**src/hw/rtl/cod_pkg.sv**
```systemverilog
// ----------------------------------------------------------------------------
// cod_pkg
// Shared types, constants and helpers of the causal delivery block.
// ----------------------------------------------------------------------------
`default_nettype none
package cod_pkg;
	localparam int NUM_PROCS  = 4;
	localparam int CLOCK_BITS = 16;
	localparam int HOLD_DEPTH = 16;
	localparam int HOLD_AW    = (HOLD_DEPTH > 1) ? $clog2(HOLD_DEPTH) : 1;
	localparam int CNT_W      = $clog2(HOLD_DEPTH + 1);
	localparam int STAMP_W    = 64;
	localparam int HELD_W     = 2 + 16 + STAMP_W;
	localparam int QDEPTH     = 2;

	localparam logic [2:0] KIND_SENT      = 3'd0;
	localparam logic [2:0] KIND_ARRIVED   = 3'd1;
	localparam logic [2:0] KIND_DELIVERED = 3'd2;
	localparam logic [2:0] KIND_DROPPED   = 3'd3;
	localparam logic [2:0] KIND_OVERFLOW  = 3'd4;

	localparam logic [0:0] REG_SELF_ID = 1'b0;
	localparam logic [0:0] REG_ACTIVE  = 1'b1;

	typedef logic [15:0] entry_t;
	typedef entry_t [NUM_PROCS-1:0] vclock_t;

	localparam entry_t CLK_MAX = entry_t'((17'd1 << CLOCK_BITS) - 17'd1);

	typedef struct packed {
		logic        req_type;
		logic [1:0]  sender;
		logic [15:0] msg_id;
		logic [63:0] stamp;
	} req_t;

	typedef struct packed {
		logic [2:0]  kind;
		logic [1:0]  from_id;
		logic [15:0] report_id;
		logic [63:0] clock_now;
		logic        last;
	} rsp_t;

	typedef enum logic [2:0] {
		ST_IDLE, ST_DROP, ST_SCAN_RD, ST_SCAN, ST_SHIFT
	} state_t;

	function automatic entry_t st_entry(input logic [63:0] st, input int k);
		entry_t e;
		e = st[16*k +: 16];
		return e & CLK_MAX;
	endfunction

	function automatic logic [63:0] pack_clk(input vclock_t c);
		logic [63:0] v;
		v = '0;
		for (int k = 0; k < NUM_PROCS; k++) v[16*k +: 16] = c[k];
		return v;
	endfunction

	function automatic logic can_deliver(input logic [1:0] snd, input logic [63:0] st,
			input vclock_t c, input logic [2:0] n);
		logic ok;
		entry_t s;
		ok = {1'b0, snd} < n;
		for (int k = 0; k < NUM_PROCS; k++)
			if (3'(k) < n && 2'(k) != snd && st_entry(st, k) > c[k]) ok = 1'b0;
		s = st_entry(st, 0);
		for (int k = 1; k < NUM_PROCS; k++) if (2'(k) == snd) s = st_entry(st, k);
		for (int k = 0; k < NUM_PROCS; k++)
			if (2'(k) == snd && (s == '0 || s - 16'd1 != c[k])) ok = 1'b0;
		return ok;
	endfunction

	function automatic vclock_t merge_clk(input logic [63:0] st, input vclock_t c,
			input logic [2:0] n);
		vclock_t r;
		r = c;
		for (int k = 0; k < NUM_PROCS; k++)
			if (3'(k) < n && st_entry(st, k) > c[k]) r[k] = st_entry(st, k);
		return r;
	endfunction
endpackage
`default_nettype wire

```
**src/hw/rtl/cod_if.sv**
```systemverilog
// ----------------------------------------------------------------------------
// cod_req_if / cod_rsp_if
// Valid/ready channels carrying requests and reports.
// ----------------------------------------------------------------------------
`default_nettype none
interface cod_req_if;
	logic           valid;
	logic           ready;
	cod_pkg::req_t  data;
	modport source (output valid, output data, input ready);
	modport sink (input valid, input data, output ready);
endinterface

interface cod_rsp_if;
	logic           valid;
	logic           ready;
	cod_pkg::rsp_t  data;
	modport source (output valid, output data, input ready);
	modport sink (input valid, input data, output ready);
endinterface
`default_nettype wire

```
**src/hw/rtl/cod_ram.sv**
```systemverilog
// ----------------------------------------------------------------------------
// cod_ram
// Generic single-write RAM with one registered read port.
// ----------------------------------------------------------------------------
`default_nettype none
module cod_ram #(
	parameter int WIDTH = 8,
	parameter int DEPTH = 16
) (
	input  wire logic                     clk,
	input  wire logic                     we,
	input  wire logic [$clog2(DEPTH)-1:0] waddr,
	input  wire logic [WIDTH-1:0]         wdata,
	input  wire logic [$clog2(DEPTH)-1:0] raddr,
	output logic      [WIDTH-1:0]         rdata
);
	logic [WIDTH-1:0] mem_q [DEPTH];

	always_ff @(posedge clk) begin
		if (we) mem_q[waddr] <= wdata;
		rdata <= mem_q[raddr];
	end
endmodule
`default_nettype wire

```
**src/hw/rtl/cod_front.sv**
```systemverilog
// ----------------------------------------------------------------------------
// cod_front
// Input side: accepts items into a short queue ahead of the engine.
// ----------------------------------------------------------------------------
`default_nettype none
module cod_front (
	input  wire logic    clk,
	input  wire logic    arst_n,
	cod_req_if.sink      in_ch,
	cod_req_if.source    q_ch
);
	cod_pkg::req_t buf_q [cod_pkg::QDEPTH];
	logic          rd_q, wr_q;
	logic [1:0]    cnt_q;
	logic          push, pop;

	assign in_ch.ready = cnt_q != 2'(cod_pkg::QDEPTH);
	assign push = in_ch.valid && in_ch.ready;
	assign pop = q_ch.valid && q_ch.ready;
	assign q_ch.valid = cnt_q != 2'd0;
	assign q_ch.data = buf_q[rd_q];

	always_ff @(posedge clk) begin
		if (push) buf_q[wr_q] <= in_ch.data;
	end

	always_ff @(posedge clk or negedge arst_n) begin
		if (!arst_n) begin
			rd_q <= 1'b0;
			wr_q <= 1'b0;
			cnt_q <= 2'd0;
		end else begin
			if (push) wr_q <= ~wr_q;
			if (pop) rd_q <= ~rd_q;
			cnt_q <= cnt_q + 2'(push) - 2'(pop);
		end
	end
endmodule
`default_nettype wire

```
**src/hw/rtl/cod_engine.sv**
```systemverilog
// ----------------------------------------------------------------------------
// cod_engine
// Back end: clock update, hold store, rescans and reports.
// ----------------------------------------------------------------------------
`default_nettype none
module cod_engine (
	input  wire logic                clk,
	input  wire logic                arst_n,
	input  wire logic [1:0]          self_id,
	input  wire logic [2:0]          eff_n,
	cod_req_if.sink                  q_ch,
	cod_rsp_if.source                out_ch
);
	cod_pkg::state_t             state_q, state_d;
	cod_pkg::vclock_t            clk_q, clk_d;
	logic [cod_pkg::CNT_W-1:0]   cnt_q, cnt_d;
	logic [cod_pkg::CNT_W-1:0]   idx_q, idx_d;
	logic                        found_q, found_d;
	logic                        pend_q, pend_d;
	cod_pkg::rsp_t               pend_data_q, pend_data_d;
	logic                        ov_q, ov_d;
	cod_pkg::rsp_t               ov_data_q, ov_data_d;
	logic                        take;
	logic                        gen;
	cod_pkg::rsp_t               gen_data;
	logic                        fin;
	logic                        we;
	logic [cod_pkg::HOLD_AW-1:0] waddr, raddr;
	logic [cod_pkg::HELD_W-1:0]  wdata, rdata;
	logic [1:0]                  hs;
	logic [15:0]                 hm;
	logic [63:0]                 ht;

	cod_ram #(.WIDTH(cod_pkg::HELD_W), .DEPTH(cod_pkg::HOLD_DEPTH)) u_ram (
		.clk(clk), .we(we), .waddr(waddr), .wdata(wdata), .raddr(raddr), .rdata(rdata)
	);

	assign {hs, hm, ht} = rdata;
	assign out_ch.valid = ov_q;
	assign out_ch.data = ov_data_q;
	// Results leave through a single register; work stalls while it is full and not accepted.
	// The newest report waits in a staging register until it is known whether
	// it is the final one of its item.
	assign take = !ov_q || out_ch.ready;
	assign q_ch.ready = state_q == cod_pkg::ST_IDLE && take;

	always_comb begin
		state_d = state_q;
		clk_d = clk_q;
		cnt_d = cnt_q;
		idx_d = idx_q;
		found_d = found_q;
		pend_d = pend_q;
		pend_data_d = pend_data_q;
		ov_d = ov_q;
		ov_data_d = ov_data_q;
		gen = 1'b0;
		gen_data = pend_data_q;
		fin = 1'b0;
		we = 1'b0;
		waddr = cnt_q[cod_pkg::HOLD_AW-1:0];
		wdata = {q_ch.data.sender, q_ch.data.msg_id, q_ch.data.stamp};
		if (take) ov_d = 1'b0;
		unique case (state_q)
			cod_pkg::ST_IDLE: begin
				if (q_ch.valid && take) begin
					gen_data.from_id = q_ch.data.req_type ? q_ch.data.sender : self_id;
					gen_data.report_id = q_ch.data.msg_id;
					gen_data.last = 1'b0;
					gen_data.clock_now = cod_pkg::pack_clk(clk_q);
					if (!q_ch.data.req_type) begin
						if (clk_q[self_id] >= cod_pkg::CLK_MAX) begin
							gen_data.kind = cod_pkg::KIND_OVERFLOW;
						end else begin
							gen_data.kind = cod_pkg::KIND_SENT;
							clk_d[self_id] = clk_q[self_id] + 16'd1;
							gen_data.clock_now = cod_pkg::pack_clk(clk_d);
						end
						gen_data.last = 1'b1;
						ov_d = 1'b1;
						ov_data_d = gen_data;
					end else begin
						gen = 1'b1;
						gen_data.kind = cod_pkg::KIND_ARRIVED;
						idx_d = '0;
						if (cod_pkg::can_deliver(q_ch.data.sender, q_ch.data.stamp,
								clk_q, eff_n)) begin
							clk_d = cod_pkg::merge_clk(q_ch.data.stamp, clk_q, eff_n);
							found_d = 1'b1;
							state_d = cod_pkg::ST_DROP;
						end else if (cnt_q < cod_pkg::CNT_W'(cod_pkg::HOLD_DEPTH)) begin
							we = 1'b1;
							cnt_d = cnt_q + 1'b1;
							state_d = cod_pkg::ST_SCAN_RD;
						end else begin
							found_d = 1'b0;
							state_d = cod_pkg::ST_DROP;
						end
					end
				end
			end
			cod_pkg::ST_DROP: begin
				if (take) begin
					gen = 1'b1;
					gen_data.kind = found_q ? cod_pkg::KIND_DELIVERED : cod_pkg::KIND_DROPPED;
					gen_data.clock_now = cod_pkg::pack_clk(clk_q);
					idx_d = '0;
					state_d = cod_pkg::ST_SCAN_RD;
				end
			end
			cod_pkg::ST_SCAN_RD: begin
				if (take) begin
					if (idx_q >= cnt_q) begin
						fin = 1'b1;
						state_d = cod_pkg::ST_IDLE;
					end else begin
						state_d = cod_pkg::ST_SCAN;
					end
				end
			end
			cod_pkg::ST_SCAN: begin
				if (take) begin
					if (cod_pkg::can_deliver(hs, ht, clk_q, eff_n)) begin
						clk_d = cod_pkg::merge_clk(ht, clk_q, eff_n);
						gen = 1'b1;
						gen_data.kind = cod_pkg::KIND_DELIVERED;
						gen_data.from_id = hs;
						gen_data.report_id = hm;
						gen_data.clock_now = cod_pkg::pack_clk(clk_d);
						if (idx_q + 1'b1 < cnt_q) begin
							state_d = cod_pkg::ST_SHIFT;
						end else begin
							cnt_d = cnt_q - 1'b1;
							idx_d = '0;
							state_d = cod_pkg::ST_SCAN_RD;
						end
					end else if (idx_q + 1'b1 >= cnt_q) begin
						fin = 1'b1;
						state_d = cod_pkg::ST_IDLE;
					end else begin
						idx_d = idx_q + 1'b1;
					end
				end
			end
			cod_pkg::ST_SHIFT: begin
				if (take) begin
					we = 1'b1;
					waddr = idx_q[cod_pkg::HOLD_AW-1:0];
					wdata = rdata;
					if (idx_q + cod_pkg::CNT_W'(2) < cnt_q) begin
						idx_d = idx_q + 1'b1;
					end else begin
						cnt_d = cnt_q - 1'b1;
						idx_d = '0;
						state_d = cod_pkg::ST_SCAN_RD;
					end
				end
			end
			default: state_d = cod_pkg::ST_IDLE;
		endcase
		if (gen) begin
			if (pend_q) begin
				ov_d = 1'b1;
				ov_data_d = pend_data_q;
				ov_data_d.last = 1'b0;
			end
			pend_d = 1'b1;
			pend_data_d = gen_data;
		end
		if (fin) begin
			ov_d = 1'b1;
			ov_data_d = pend_data_q;
			ov_data_d.last = 1'b1;
			pend_d = 1'b0;
		end
		// The read address follows the next state so that a stall keeps the
		// entry that the current state needs.
		if (state_d == cod_pkg::ST_SHIFT)
			raddr = idx_d[cod_pkg::HOLD_AW-1:0] + cod_pkg::HOLD_AW'(1);
		else
			raddr = idx_d[cod_pkg::HOLD_AW-1:0];
	end

	always_ff @(posedge clk or negedge arst_n) begin
		if (!arst_n) begin
			state_q <= cod_pkg::ST_IDLE;
			clk_q <= '0;
			cnt_q <= '0;
			idx_q <= '0;
			found_q <= 1'b0;
			pend_q <= 1'b0;
			pend_data_q <= '0;
			ov_q <= 1'b0;
			ov_data_q <= '0;
		end else begin
			state_q <= state_d;
			clk_q <= clk_d;
			cnt_q <= cnt_d;
			idx_q <= idx_d;
			found_q <= found_d;
			pend_q <= pend_d;
			pend_data_q <= pend_data_d;
			ov_q <= ov_d;
			ov_data_q <= ov_data_d;
		end
	end
endmodule
`default_nettype wire

```
**src/hw/rtl/causal_order_delivery.sv**
```systemverilog
// ----------------------------------------------------------------------------
// causal_order_delivery
// One node of causal broadcast ordering with vector clocks.
// ----------------------------------------------------------------------------
// A send is taken in the idle state and its result is presented from the
// result register in the cycle after the engine takes the item. A received
// message passes the idle state, a report step when it is delivered or dropped
// on arrival, and rescan passes that examine held entries in turn; each delivery
// from the hold store moves the later entries down one by one and restarts the
// pass. Every step waits while the result register holds an unaccepted item.
// Configuration must be written only while idle; the block does not enforce it.
`default_nettype none
module causal_order_delivery (
	input  wire logic        clk,
	input  wire logic        arst_n,
	input  wire logic        cfg_we,
	input  wire logic [0:0]  cfg_index,
	input  wire logic [2:0]  cfg_data,
	cod_req_if.sink          in_ch,
	cod_rsp_if.source        out_ch
);
	logic [1:0] self_id_q;
	logic [2:0] active_q;
	logic [2:0] eff_n;

	cod_req_if q_if ();

	always_ff @(posedge clk or negedge arst_n) begin
		if (!arst_n) begin
			self_id_q <= 2'd0;
			active_q <= 3'd4;
		end else if (cfg_we) begin
			case (cfg_index)
				cod_pkg::REG_SELF_ID: self_id_q <= cfg_data[1:0];
				cod_pkg::REG_ACTIVE: active_q <= cfg_data;
				default: ;
			endcase
		end
	end

	assign eff_n = active_q > 3'(cod_pkg::NUM_PROCS) ? 3'(cod_pkg::NUM_PROCS) : active_q;

	cod_front u_front (.clk(clk), .arst_n(arst_n), .in_ch(in_ch), .q_ch(q_if.source));

	cod_engine u_engine (
		.clk(clk), .arst_n(arst_n), .self_id(self_id_q), .eff_n(eff_n),
		.q_ch(q_if.sink), .out_ch(out_ch)
	);
endmodule
`default_nettype wire
```
**src/flat_wrapper.sv**
```systemverilog
// flat-port wrapper written by rule: the top's interface ports become plain ports
module causal_order_delivery_flat 
  (clk, arst_n, cfg_we, cfg_index, cfg_data, in_ch_valid, in_ch_data, in_ch_ready, out_ch_valid, out_ch_data, out_ch_ready);
  cod_req_if in_ch_i ();
  cod_rsp_if out_ch_i ();
  input  wire logic clk;
  input  wire logic arst_n;
  input  wire logic cfg_we;
  input  wire logic [0:0] cfg_index;
  input  wire logic [2:0] cfg_data;
  input wire logic [$bits(in_ch_i.valid)-1:0] in_ch_valid;
  input wire logic [$bits(in_ch_i.data)-1:0] in_ch_data;
  output wire logic [$bits(in_ch_i.ready)-1:0] in_ch_ready;
  output wire logic [$bits(out_ch_i.valid)-1:0] out_ch_valid;
  output wire logic [$bits(out_ch_i.data)-1:0] out_ch_data;
  input wire logic [$bits(out_ch_i.ready)-1:0] out_ch_ready;
  assign in_ch_i.valid = in_ch_valid;
  assign in_ch_i.data = in_ch_data;
  assign in_ch_ready = in_ch_i.ready;
  assign out_ch_valid = out_ch_i.valid;
  assign out_ch_data = out_ch_i.data;
  assign out_ch_i.ready = out_ch_ready;
  causal_order_delivery u_core (.clk(clk), .arst_n(arst_n), .cfg_we(cfg_we), .cfg_index(cfg_index), .cfg_data(cfg_data), .in_ch(in_ch_i), .out_ch(out_ch_i));
endmodule
```
**config.mk**
```make
export PLATFORM = sky130hd
export DESIGN_NAME = causal_order_delivery_flat
export DESIGN_NICKNAME = d
export VERILOG_FILES = /design/src/hw/rtl/cod_pkg.sv /design/src/hw/rtl/cod_if.sv /design/src/hw/rtl/cod_ram.sv /design/src/hw/rtl/cod_front.sv /design/src/hw/rtl/cod_engine.sv /design/src/hw/rtl/causal_order_delivery.sv /design/src/flat_wrapper.sv
export SDC_FILE = /design/constraint.sdc
export NUM_CORES = 2
export LEC_CHECK = 0
export BUFFER_PORTS_ARGS = -buffer_cell sky130_fd_sc_hd__buf_4
export CAP_MARGIN = 10
export CORE_AREA = 5 5 526 398
export CTS_CLUSTER_DIAMETER = 40
export DETAILED_ROUTE_END_ITERATION = 8
export DIE_AREA = 0 0 531 403
export SETUP_SLACK_MARGIN = 0.2
export SLEW_MARGIN = 0
export SYNTH_ARGS = -nofsm -noshare
export SYNTH_HDL_FRONTEND = slang
export SYNTH_SLANG_ARGS = --single-unit
```
**constraint.sdc**
```tcl
create_clock -name clk -period 23.8 [get_ports clk]
set_input_delay 4.76 -clock clk [delete_from_list [all_inputs] [get_ports clk]]
set_output_delay 4.76 -clock clk [all_outputs]
set_load 0.005 [all_outputs]
```
==> reports/results.tsv <==
metric	value	unit
max_cap viols	0	
most used cell, CP	buf_4	
HP Class	register to register	
internal power	8.69	mW
total CTS buffers	222	
Multi-input gate area	26600	um2
Main synth FF type	edfxtp_1	
DRT Pass-1 Iters	9	
die height	403	um
Worst Hold End	u_core.u_engine.out_ch.data[43]	
CP startpoint kind	primary input	
WL/cell	31.3	um
sequential share of power	0.313	
first-pass GRT wire length	382000	um
Fin. Hold Viols	0	
mapped cell area	80900	um2
largest net degree at the start of global routing	147	
Seq cells post-synth	1820	
Avg Inst Size Synth	14.7	um2
final wirelength	271000	um
RSZ-0062 raised after global routing	false	
Slowest Stage Delay on Critical Path	790	ps
FMAX	0.0936	GHz
R2R depth	25	
clk_lat worst skew	890	ps
vias	53300	
reg-to-reg endpoint	u_core.u_engine.u_ram.rdata[50]	
fin crit share	0.449	
Worst Path Arrival	11410	ps
yosys warns	0	
Final Max Tran Viols	0	
outcome	finished with violations	
Lkg Pwr	33.7	nW
Vias per Instance	6.14	
total gr overflow	0	
initial antenna violation count	22	
Placement Setup Slack	12260	ps
Critical Path End Type	register	
# IOs	180	
Tot GR Track Use	0.248	
combinational share of power	0.455	
hold_sp	u_core.u_engine.pend_data_q[43]	
Row Count	144	
Die ar.	214000	um2
register area	52500	um2
Post-Synthesis Cells	5502	
starting density of the core	0.397	
Hold Path Stages	2	
CP top delay family	buffers and inverters	
clk_skew	125	ps
failing checks	design-rule violations	
CTS Hold Bufs	0	
worst r2r src	u_core.u_engine.u_ram.rdata[81]	
Clk pwr share	0.232	
CP bufs+invs	5	
PortBufs	179	
Tmin final	10680	ps
Final HPWL DP	172000	um
residual DRC count	1	
Sw Share	0.416	
NetSw	6.19	mW
required time of the worst setup path	24530	ps
Setup Total Neg Slack	0	ps
post-route setup slack	13120	ps
count of cell types in the netlist	95	
number of synthesized flops with an enable pin	1478	
CTS tree	done	
H-tree depth	4	
Power Density	159	nW/um2
CTS max path bufs	3	
CTS resizes	0	
Worst Max-Slew Pin Slew	1240	ps
Async SR Flop Fraction	0.143	
postcts setup bufs	0	
Crit Path Max Fanout	109	
critical-path cell list	buf_4 -> nand2b_1 -> nand3_4 -> o21ai_0 -> a2bb2oi_1 -> o211ai_1 -> ha_1 -> inv_1 -> o211a_1 -> nor2_8 -> buf_4 -> buf_12 -> buf_4 -> mux4_2 -> mux2i_1 -> mux2i_1	
area grow syn2layout	16.0	%
Worst VDD drop	0.172	mV
GP Congestion	1.07	
final setup fails	0	
Chip Width	531	um
clock-pin slew on the worst setup and hold paths	60	ps
CTS Root Cell	clkbuf_16	
Worst path slowest cell	buf_4	
Post-Synthesis Net Count	5752	
nets	6013	
register area share after synthesis	0.650	
Initial DRC Count	7772	
ratio of cells with drive above 1 in the final layout	0.201	
flop2flop setup slack	13360	ps
antenna viol nets, final	0	
filler cell count	17700	
CTS sink count	1820	
core area	204000	um2
Slew headroom	0.177	
vias in the first global route	50500	
Critical Setup Path Class	primary input to register	
==> flip-flops by register name (all words and copies together) (netlist names), 3 cells and up <==
signal and flops:
u_core.u_engine.out_ch.data 86, u_core.u_engine.idx_q 5, u_core.u_front.buf_q 166, u_core.active_q 3, u_core.u_engine.cnt_q 5, u_core.u_engine.clk_q 64, u_core.u_engine.state_q 3, u_core.u_engine.u_ram.mem_q 1312
u_core.u_engine.u_ram.rdata 82, u_core.u_engine.pend_data_q 85
==> area by class of cell <==
cell class,instances,share of cell area
flip-flops and latches,1820,0.560
multi-input cells,3186,0.284
clock buffers,263,0.0624
well taps,2701,0.0360
repair buffers,377,0.0313
clock inverters,162,0.0202
inverters,156,0.00624
diodes,10,0.000267
==> power groups by stage <==
stage | Clock (mW) | Sequential (mW) | Combinational (mW)
CTS | 3.51 | 4.61 | 6.60
floorplan | 0 | 4.44 | 4.37
finish | 3.46 | 4.65 | 6.77
global route | 3.66 | 4.66 | 7.15
detailed placement | 0 | 4.68 | 6.57
global placement | 0 | 4.67 | 6.49
==> worst max path at each step <==
stage / startpoint / endpoint / slack (ps) / cells after the start
2_1_floorplan: out_ch_ready / u_core.u_engine.u_ram.mem_q[0][0] / 13960 / 7
3_3_place_gp: out_ch_ready / u_core.u_engine.u_ram.rdata[78] / 12420 / 16
3_5_place_dp: out_ch_ready / u_core.u_engine.u_ram.rdata[78] / 12260 / 16
4_1_cts: out_ch_ready / u_core.u_engine.u_ram.rdata[78] / 13200 / 16
5_1_grt: out_ch_ready / u_core.u_engine.u_ram.rdata[41] / 12680 / 16
6_report: out_ch_ready / u_core.u_engine.u_ram.rdata[50] / 13120 / 16
==> stage by stage <==
step	power [mW]	hold slack, ps	util	area [um2]	instances
global placement	11.2	461	0.422	86000	8239
floorplan	8.81	442	-	80900	5502
global route	15.5	488	0.460	93800	8667
detailed placement	11.2	470	0.422	86000	8239
CTS	14.7	452	0.460	93800	8664
finish	14.9	465	0.460	93800	8675
==> cells by family (layout without fill, tap and decap cells) <==
logic type,after synthesis,count (layout),synth area share
DFF,1820,1820,0.650
AOI/OAI and AO/OA,1104,1104,0.0939
and+or+nand+nor,1052,1052,0.0584
muxes,709,709,0.128
buffers and inverters,496,958,0.0262
xor gates and xnor gates,163,163,0.0192
adders and majority gates,158,158,0.0245
other,0,10,0
==> cell usage after synthesis (all sizes together), types with 21 or more instances <==
library cell	n	area, um2
o22ai	36	225
nand4	43	275
o211ai	64	480
edfxtp	1478	44400
mux2	98	1100
a32oi	33	289
xor2	29	254
nor2b	22	138
and2	43	269
nand2b	21	131
o21a	48	360
o21ai	217	1110
dfrtp	259	6480
a2bb2oi	30	263
buf	138	769
mux4	252	5680
nor2	350	1330
a22o	38	333
a32o	27	270
a211oi	28	233
inv	156	586
o32ai	32	280
a2111oi	30	263
xnor2	125	1090
nor3	45	230
clkbuf	202	762
o221ai	77	674
nand3	46	240
a21o	23	173
a31oi	21	131
nor4	26	229
dfxtp	82	1640
mux2i	359	3600
a221oi	36	315
nand2	407	1530
a21oi	264	1320
ha	157	1960
a22oi	26	195
==> worst min-delay path, delay by kind of cell, from the launching register on <==
family | cells | cell delay, ps
AND/OR/NAND/NOR | 1 | 50
flip-flops | 1 | 340
AO/OA/AOI/OAI | 1 | 60
==> layout by cell type, fill, tap and decap left out, types with 48 or more instances in the layout <==
cell	n
edfxtp_1	1478
mux4_2	252
o21a_1	48
buf_4	368
mux2i_1	338
ha_1	157
mux2_2	97
nand2_1	401
dfrtp_1	258
o21ai_0	208
nor2_1	328
o211ai_1	64
a21oi_1	263
xnor2_1	125
dfxtp_1	81
inv_1	154
o221ai_1	77
clkbuf_16	223
==> metal layers <==
metal  wire, um  vias to the layer above  part of all wire  GRT usage
met3      34100                      606              0.13     0.0828
met1     114000                    27300              0.42      0.361
met2     113000                     3369              0.42      0.347
li1           -                    22000                 -          -
met5        214                        -           0.00079    0.00136
met4      10200                        6             0.038     0.0815
(Power assumes the default switching activity.)
